`config.mk`:
```
export PLATFORM = sky130hd
export DESIGN_NAME = key_click_gesture_classifier
export DESIGN_NICKNAME = d
export VERILOG_FILES = /design/src/hw/rtl/kcg_pkg.sv /design/src/hw/rtl/kcg_step.sv /design/src/hw/rtl/key_click_gesture_classifier.sv
export SDC_FILE = /design/constraint.sdc
export NUM_CORES = 1
export LEC_CHECK = 0
export ABC_CLOCK_PERIOD_IN_PS = 5020
export BUFFER_PORTS_ARGS = -buffer_cell sky130_fd_sc_hd__buf_4
export CORE_ASPECT_RATIO = 1.1
export CORE_MARGIN = 2
export CORE_UTILIZATION = 55
export CTS_CLUSTER_DIAMETER = 80
export DETAILED_ROUTE_END_ITERATION = 8
export GPL_ROUTABILITY_DRIVEN = 0
export HOLD_SLACK_MARGIN = 0.08
export PLACE_DENSITY = 0.82
export RECOVER_POWER = 100
export SYNTH_ARGS = -nofsm -noshare
export SYNTH_HDL_FRONTEND = slang
export SYNTH_SLANG_ARGS = --single-unit
```
`constraint.sdc`:
```
create_clock -name clock -period 5.02 [get_ports clock]
set_input_delay 1.004 -clock clock [delete_from_list [all_inputs] [get_ports clock]]
set_output_delay 1.004 -clock clock [all_outputs]
set_load 0.01 [all_outputs]
```
`src/hw/rtl/kcg_pkg.sv`:
```
// Shared types and constants for the key click gesture classifier.
// Holds the counter width, phase and event codes, and the register index map.
// No dependencies.
`default_nettype none

package kcg_pkg;

   // Width of the press and release counters
   localparam int COUNT_WIDTH = 16;
   // Width of the timing limit registers
   localparam int LIMIT_WIDTH = 16;
   // Configuration port widths
   localparam int CSR_INDEX_WIDTH = 2;
   localparam int CSR_DATA_WIDTH  = 16;
   // Compare width wide enough for either operand
   localparam int CMP_WIDTH = (COUNT_WIDTH > LIMIT_WIDTH) ? COUNT_WIDTH : LIMIT_WIDTH;

   // Configuration register indexes
   localparam logic [CSR_INDEX_WIDTH-1:0] CSR_PRESS_TICKS   = 2'd0;
   localparam logic [CSR_INDEX_WIDTH-1:0] CSR_LONG_TICKS    = 2'd1;
   localparam logic [CSR_INDEX_WIDTH-1:0] CSR_RELEASE_TICKS = 2'd2;
   localparam logic [CSR_INDEX_WIDTH-1:0] CSR_DOWN_LEVEL    = 2'd3;

   // Reset values of the configuration registers
   localparam logic [LIMIT_WIDTH-1:0] PRESS_TICKS_RESET   = 16'd2;
   localparam logic [LIMIT_WIDTH-1:0] LONG_TICKS_RESET    = 16'd100;
   localparam logic [LIMIT_WIDTH-1:0] RELEASE_TICKS_RESET = 16'd30;
   localparam logic                   DOWN_LEVEL_RESET    = 1'b1;

   typedef enum logic [2:0] {
      PH_IDLE      = 3'd0,
      PH_FIRST     = 3'd1,
      PH_GAP       = 3'd2,
      PH_SECOND    = 3'd3,
      PH_DBL_WAIT  = 3'd4,
      PH_LONG_WAIT = 3'd5
   } phase_type;

   typedef enum logic [1:0] {
      EV_NONE   = 2'd0,
      EV_CLICK  = 2'd1,
      EV_DOUBLE = 2'd2,
      EV_LONG   = 2'd3
   } event_type;

   // Gesture state carried from one tick to the next
   typedef struct packed {
      phase_type              phase;
      logic [COUNT_WIDTH-1:0] down_count;
      logic [COUNT_WIDTH-1:0] up_count;
   } gesture_state_type;

   // Timing limits and polarity
   typedef struct packed {
      logic [LIMIT_WIDTH-1:0] press_ticks;
      logic [LIMIT_WIDTH-1:0] long_ticks;
      logic [LIMIT_WIDTH-1:0] release_ticks;
      logic                   down_level;
   } gesture_cfg_type;

endpackage : kcg_pkg

`default_nettype wire

```
`src/hw/rtl/kcg_step.sv`:
```
// Next-state logic of the gesture machine for one scan tick.
// Purely combinational; depends on kcg_pkg.
`default_nettype none

module kcg_step
   import kcg_pkg::*;
(
   input  wire gesture_state_type cur_state,
   input  wire gesture_cfg_type   cfg,
   input  wire logic              key_level,
   output gesture_state_type      nxt_state,
   output event_type              event_code
);

   logic                   down;
   logic [COUNT_WIDTH-1:0] down_inc;
   logic [COUNT_WIDTH-1:0] up_inc;
   logic                   down_ge_press;
   logic                   down_ge_long;
   logic                   up_ge_release;

   // Saturating increments and limit compares
   always_comb begin
      down     = (key_level == cfg.down_level);
      down_inc = (&cur_state.down_count) ? cur_state.down_count
                                         : cur_state.down_count + 1'b1;
      up_inc   = (&cur_state.up_count) ? cur_state.up_count
                                       : cur_state.up_count + 1'b1;
      down_ge_press = CMP_WIDTH'(down_inc) >= CMP_WIDTH'(cfg.press_ticks);
      down_ge_long  = CMP_WIDTH'(down_inc) >= CMP_WIDTH'(cfg.long_ticks);
      up_ge_release = CMP_WIDTH'(up_inc)   >= CMP_WIDTH'(cfg.release_ticks);
   end

   // Phase transitions
   always_comb begin
      nxt_state  = cur_state;
      event_code = EV_NONE;
      case (cur_state.phase)
         PH_IDLE: begin
            if (down) begin
               nxt_state.down_count = down_inc;
               if (down_ge_press) nxt_state.phase = PH_FIRST;
            end else begin
               nxt_state.down_count = '0;
            end
         end
         PH_FIRST: begin
            if (down) begin
               nxt_state.down_count = down_inc;
               if (down_ge_long) begin
                  nxt_state.down_count = '0;
                  event_code           = EV_LONG;
                  nxt_state.phase      = PH_LONG_WAIT;
               end
            end else begin
               nxt_state.down_count = '0;
               nxt_state.phase      = PH_GAP;
            end
         end
         PH_GAP: begin
            if (!down) begin
               nxt_state.up_count = up_inc;
               if (up_ge_release) begin
                  nxt_state.up_count = '0;
                  event_code         = EV_CLICK;
                  nxt_state.phase    = PH_IDLE;
               end
            end else begin
               nxt_state.down_count = '0;
               nxt_state.phase      = PH_SECOND;
            end
         end
         PH_SECOND: begin
            if (down) begin
               nxt_state.down_count = down_inc;
               if (down_ge_press) begin
                  nxt_state.down_count = '0;
                  nxt_state.phase      = PH_DBL_WAIT;
               end
            end else begin
               // release count resumes after a short second press; it holds while the key is down
               nxt_state.down_count = '0;
               nxt_state.up_count   = up_inc;
               if (up_ge_release) begin
                  nxt_state.up_count = '0;
                  event_code         = EV_CLICK;
                  nxt_state.phase    = PH_IDLE;
               end
            end
         end
         PH_DBL_WAIT: begin
            if (!down) begin
               event_code      = EV_DOUBLE;
               nxt_state.phase = PH_IDLE;
            end
         end
         PH_LONG_WAIT: begin
            if (!down) nxt_state.phase = PH_IDLE;
         end
         default: begin
            nxt_state.phase = PH_IDLE;
         end
      endcase
   end

endmodule : kcg_step

`default_nettype wire

```
`src/hw/rtl/key_click_gesture_classifier.sv`:
```
// Key click gesture classifier: rsp_valid rises in the cycle after an item is accepted,
// taking 1 item per cycle unless a held result stalls it; the output register frees as it is taken.
// Synchronous active-high reset returns the phase to idle, clears both counters
// and loads press_ticks=2, long_ticks=100, release_ticks=30, down_level=1.
// Uses kcg_pkg and kcg_step.
`default_nettype none

module key_click_gesture_classifier
   import kcg_pkg::*;
(
   input  wire logic                       clock,
   input  wire logic                       reset,
   // scan tick input
   input  wire logic                       req_valid,
   output logic                            req_stall,
   input  wire logic                       req_key_level,
   // gesture result
   output logic                            rsp_valid,
   input  wire logic                       rsp_stall,
   output logic [1:0]                      rsp_event_code,
   output logic [2:0]                      rsp_phase_now,
   // configuration writes
   input  wire logic                       csr_write,
   input  wire logic [CSR_INDEX_WIDTH-1:0] csr_index,
   input  wire logic [CSR_DATA_WIDTH-1:0]  csr_data
);

   gesture_cfg_type   cfg_ff;
   gesture_state_type state_ff;
   gesture_state_type state_in;
   event_type         event_in;
   logic              rsp_valid_ff;
   logic [1:0]        event_ff;
   logic [2:0]        phase_out_ff;
   logic              req_take;

   // Output register is free when empty or being drained this cycle
   assign req_stall = rsp_valid_ff & rsp_stall;
   assign req_take  = req_valid & ~req_stall;

   // Configuration registers
   always_ff @(posedge clock) begin
      if (reset) begin
         cfg_ff.press_ticks   <= PRESS_TICKS_RESET;
         cfg_ff.long_ticks    <= LONG_TICKS_RESET;
         cfg_ff.release_ticks <= RELEASE_TICKS_RESET;
         cfg_ff.down_level    <= DOWN_LEVEL_RESET;
      end else if (csr_write) begin
         case (csr_index)
            CSR_PRESS_TICKS:   cfg_ff.press_ticks   <= LIMIT_WIDTH'(csr_data);
            CSR_LONG_TICKS:    cfg_ff.long_ticks    <= LIMIT_WIDTH'(csr_data);
            CSR_RELEASE_TICKS: cfg_ff.release_ticks <= LIMIT_WIDTH'(csr_data);
            CSR_DOWN_LEVEL:    cfg_ff.down_level    <= csr_data[0];
            default: ;
         endcase
      end
   end

   // Per-tick gesture update
   kcg_step u_step (
      .cur_state  (state_ff),
      .cfg        (cfg_ff),
      .key_level  (req_key_level),
      .nxt_state  (state_in),
      .event_code (event_in)
   );

   // Gesture state
   always_ff @(posedge clock) begin
      if (reset) begin
         state_ff.phase      <= PH_IDLE;
         state_ff.down_count <= '0;
         state_ff.up_count   <= '0;
      end else if (req_take) begin
         state_ff <= state_in;
      end
   end

   // Result register
   always_ff @(posedge clock) begin
      if (reset) begin
         rsp_valid_ff <= 1'b0;
      end else if (req_take) begin
         rsp_valid_ff <= 1'b1;
      end else if (!rsp_stall) begin
         rsp_valid_ff <= 1'b0;
      end
   end

   always_ff @(posedge clock) begin
      if (req_take) begin
         event_ff     <= event_in;
         phase_out_ff <= state_in.phase;
      end
   end

   assign rsp_valid      = rsp_valid_ff;
   assign rsp_event_code = event_ff;
   assign rsp_phase_now  = phase_out_ff;

`ifndef SYNTH
   // A double click always ends in idle
   a_double_to_idle: assert property (@(posedge clock) disable iff (reset)
      (rsp_valid && rsp_event_code == EV_DOUBLE) |-> (rsp_phase_now == PH_IDLE))
      else $error("double click result without return to idle");

   // A long press always waits for release
   a_long_to_wait: assert property (@(posedge clock) disable iff (reset)
      (rsp_valid && rsp_event_code == EV_LONG) |-> (rsp_phase_now == PH_LONG_WAIT))
      else $error("long press result not followed by long wait phase");

   // Reported phase tracks the state register
   a_phase_match: assert property (@(posedge clock) disable iff (reset)
      req_take |=> (rsp_phase_now == state_ff.phase))
      else $error("reported phase differs from state");

   // State only moves when an item is taken
   a_state_hold: assert property (@(posedge clock) disable iff (reset)
      (!req_take && !$past(reset)) |=> $stable(state_ff))
      else $error("gesture state changed without an item");
`endif

endmodule : key_click_gesture_classifier

`default_nettype wire
```
==> impl_metrics.ini <==
[clocking]
htreeDepth = 3
cts_resized = 0
clock-sinks = 90
postCtsHoldBufs = 0
post-cts-setup-buffers = 0
cts_tree = yes
numCtsBuffers = 9
root_buffer = clkbuf_8
clock_latency_ns = 0.36
clk_path_buf_depth = 2
cts.reportedPaths.clkPinSlew_ns = 0.09

[sta]
hold_viol_final = 0
max-slew-margin-rel = -1.10
rsz0062_at_grt = no
report.final.slew_viol_count = 75
finalSetupViolations = 0
min_period_over_period = 0.892
min_period_ns = 4.48
clock_skew_ns = 0.0111
max_freq_mhz = 223
worstMarginPinSlew_ns = 3.15
tns_ns = 0
worst_hold_slack_ns = 0.457

[detailed_routing]
first_iter_violations = 217
drtAntennaViolNets = 0
wl_per_cell_um = 15.5
vias = 4728
drc = 0
firstDrtPassIters = 5
via_per_inst = 5.84
wirelength_um = 12600

[run_status]
run_status = finished with violations
failed_checks = capacitance limit, slew limit

[yosys]
syn_area_um2 = 5350
synth.area.top_cells = dfxtp_1 32%, ha_1 12%, nand2_1 9.3%, a21oi_1 6.8%, inv_1 3.9%
synthTopCellsByCount = 132 x nand2_1, 85 x dfxtp_1, 73 x a21oi_1
synth.distinct_cells = 63
syn_area_per_cell_um2 = 7.87
synth-seq-cells = 90
synth_ff_type = dfxtp_1
synthArstFlopShare = 0
synth_edf_count = 5
yosysSeqAreaShare = 0.346
synth_top_area_share = 0.318
yosysWarnings = 0
yosysTopAreaCell = dfxtp_1
synth_cells = 679
synth.net_count = 753
synth.most_common_cell = nand2_1

[setup_path]
reg2reg_slack_ns = 0.54
crit_type = reg2reg
required_ns = 5.31
arrival_ns = 4.77
cp_top_family = simple AND/OR/NAND/NOR gates
crit_slowest_cell = or3_1
path_cells = and4_1 -> nand4_1 -> or3_1 -> and2_0 -> nand4_1 -> xnor2_1 -> ha_1 -> a21o_1 -> a221o_1 -> a21oi_1 -> nand3_1 -> o2bb2ai_2 -> buf_4 -> a31oi_1 -> mux2i_1
crit_buf_inv = 1
cpPeakStageDelay_ns = 0.58
end_kind = flip-flop
cpMostUsedCell = nand4_1
start_kind = flip-flop
crit_fanout = 13

[floorplanning]
die_w_um = 98.0
die_area_um2 = 10500
fp.coreArea_um2 = 9400
start_util = 0.569
ioPinCount = 31
rows = 37
die_h_um = 107

[final_layout]
num-nets-final = 764
postLayoutCellArea_um2 = 5760
final_core_util = 0.613
fillers = 828
diodes = 0
layout-drive-gt1-share = 0.0794
syn2layout_area_growth_pct = 7.72

[flow_run]
drv_cap = 1

[global_routing]
grt_overflow_total = 0
grt_pass1_wl_um = 20600
grt_pass1_vias = 4397
grt_max_degree = 75
antenna_found_initial = 0
grt_usage = 0.243

[power]
total_power_mw = 1.41
ir_drop_mv = 0.137
p_per_area_nw_per_um2 = 246
p_leak_nw = 2.33

[place]
postPlaceCellArea_um2 = 5590
dpl.hpwl_um = 9380
port_buffers = 30

[hold_path]
holdCritPathClass = reg2reg
==> layout by cell type (no fill, tap or decap), types with 3 or more instances in the layout <==
| master | n |
|---|---|
| nand2_1 | 132 |
| dfxtp_1 | 85 |
| a21oi_1 | 73 |
| inv_1 | 56 |
| ha_1 | 50 |
| nor2_1 | 38 |
| buf_4 | 25 |
| o21ai_0 | 20 |
| nand4_1 | 17 |
| xnor2_1 | 15 |
| nand3b_1 | 14 |
| a31oi_1 | 13 |
| nand3_1 | 12 |
| and3_1 | 11 |
| clkbuf_8 | 9 |
| clkbuf_1 | 8 |
| nor3_1 | 7 |
| nor2b_1 | 6 |
| a32o_1 | 6 |
| nand2b_1 | 5 |
| and4_1 | 5 |
| xor2_1 | 5 |
| a22oi_1 | 5 |
| edfxtp_1 | 5 |
| o21a_1 | 4 |
| and2_0 | 4 |
| mux2i_1 | 4 |
| a211o_1 | 4 |
| a2111oi_0 | 3 |
| or4_1 | 3 |
| or3_1 | 3 |
| nor3b_1 | 3 |
| a41oi_1 | 3 |
| and3b_1 | 3 |
| o22ai_1 | 3 |
| a21o_1 | 3 |
==> path summary, 6_finish.rpt <==
kind	from	end	depth (start not counted)
setup reg to reg	state_ff[19]$_SDFFE_PP0P_	state_ff[25]$_SDFFE_PP0P_	15
setup / recovery	state_ff[19]$_SDFFE_PP0P_	state_ff[25]$_SDFFE_PP0P_	15
hold reg to reg	cfg_ff[42]$_SDFFE_PP0P_	cfg_ff[42]$_SDFFE_PP0P_	2
hold / removal	cfg_ff[42]$_SDFFE_PP0P_	cfg_ff[42]$_SDFFE_PP0P_	2
==> layout make-up <==
type / count / area, um2 / share of cell area
inverter: 56 / 210 / 0.0365
sequential: 90 / 1850 / 0.322
timing repair buffer: 34 / 225 / 0.0391
clock buffer: 9 / 124 / 0.0215
clock inverter: 5 / 81.3 / 0.0141
tap: 117 / 146 / 0.0254
multi-input combinational: 499 / 3120 / 0.542
==> worst register-to-register path: stages, from the launching register on <==
cell	delay (ns)
dfxtp_1	0.51
and4_1	0.34
nand4_1	0.20
or3_1	0.58
and2_0	0.29
nand4_1	0.17
xnor2_1	0.16
ha_1	0.28
a21o_1	0.18
a221o_1	0.31
a21oi_1	0.20
nand3_1	0.20
o2bb2ai_2	0.42
buf_4	0.28
a31oi_1	0.10
mux2i_1	0.17
==> cell families (layout without fill, tap and decap cells) <==
family                     count (synthesis)  after routing  synth area share
muxes                                      6              6            0.0117
DFF                                       90             90             0.346
xor gates and xnor gates                  20             20            0.0328
and+or+nand+nor                          273            273             0.248
AOI/OAI and AO/OA                        150            150             0.173
adders and majority gates                 50             50             0.117
buffers and inverters                     90            104            0.0714
==> where the power goes <==
part	switching, mW	total [mW]	internal, mW
sequential	0.00942	0.748	0.738
combinational	0.0827	0.132	0.0498
clock	0.259	0.534	0.275
total	0.351	1.41	1.06
==> sequential cells by signal, indices dropped and copies added, names as in the netlist <==
signal / cells
rsp_event_code: 2
state_ff: 35
rsp_valid: 1
cfg_ff: 49
rsp_phase_now: 3
==> layer usage <==
metal	routed length [um]	vias up	global-route usage
li1	-	2388	-
met2	6190	137	0.430
met5	0	-	0
met4	297	0	0.0942
met3	713	19	0.0383
met1	5380	2184	0.297
==> per-stage QoR <==
step / std cells / setup WS, ns
5_1_grt: 810 / 0.240
3_3_place_gp: 796 / 0.893
6_report: 810 / 0.540
3_5_place_dp: 796 / 0.705
4_1_cts: 810 / 0.662
2_1_floorplan: 679 / 1.36
Power figures use the tool's default switching activity.
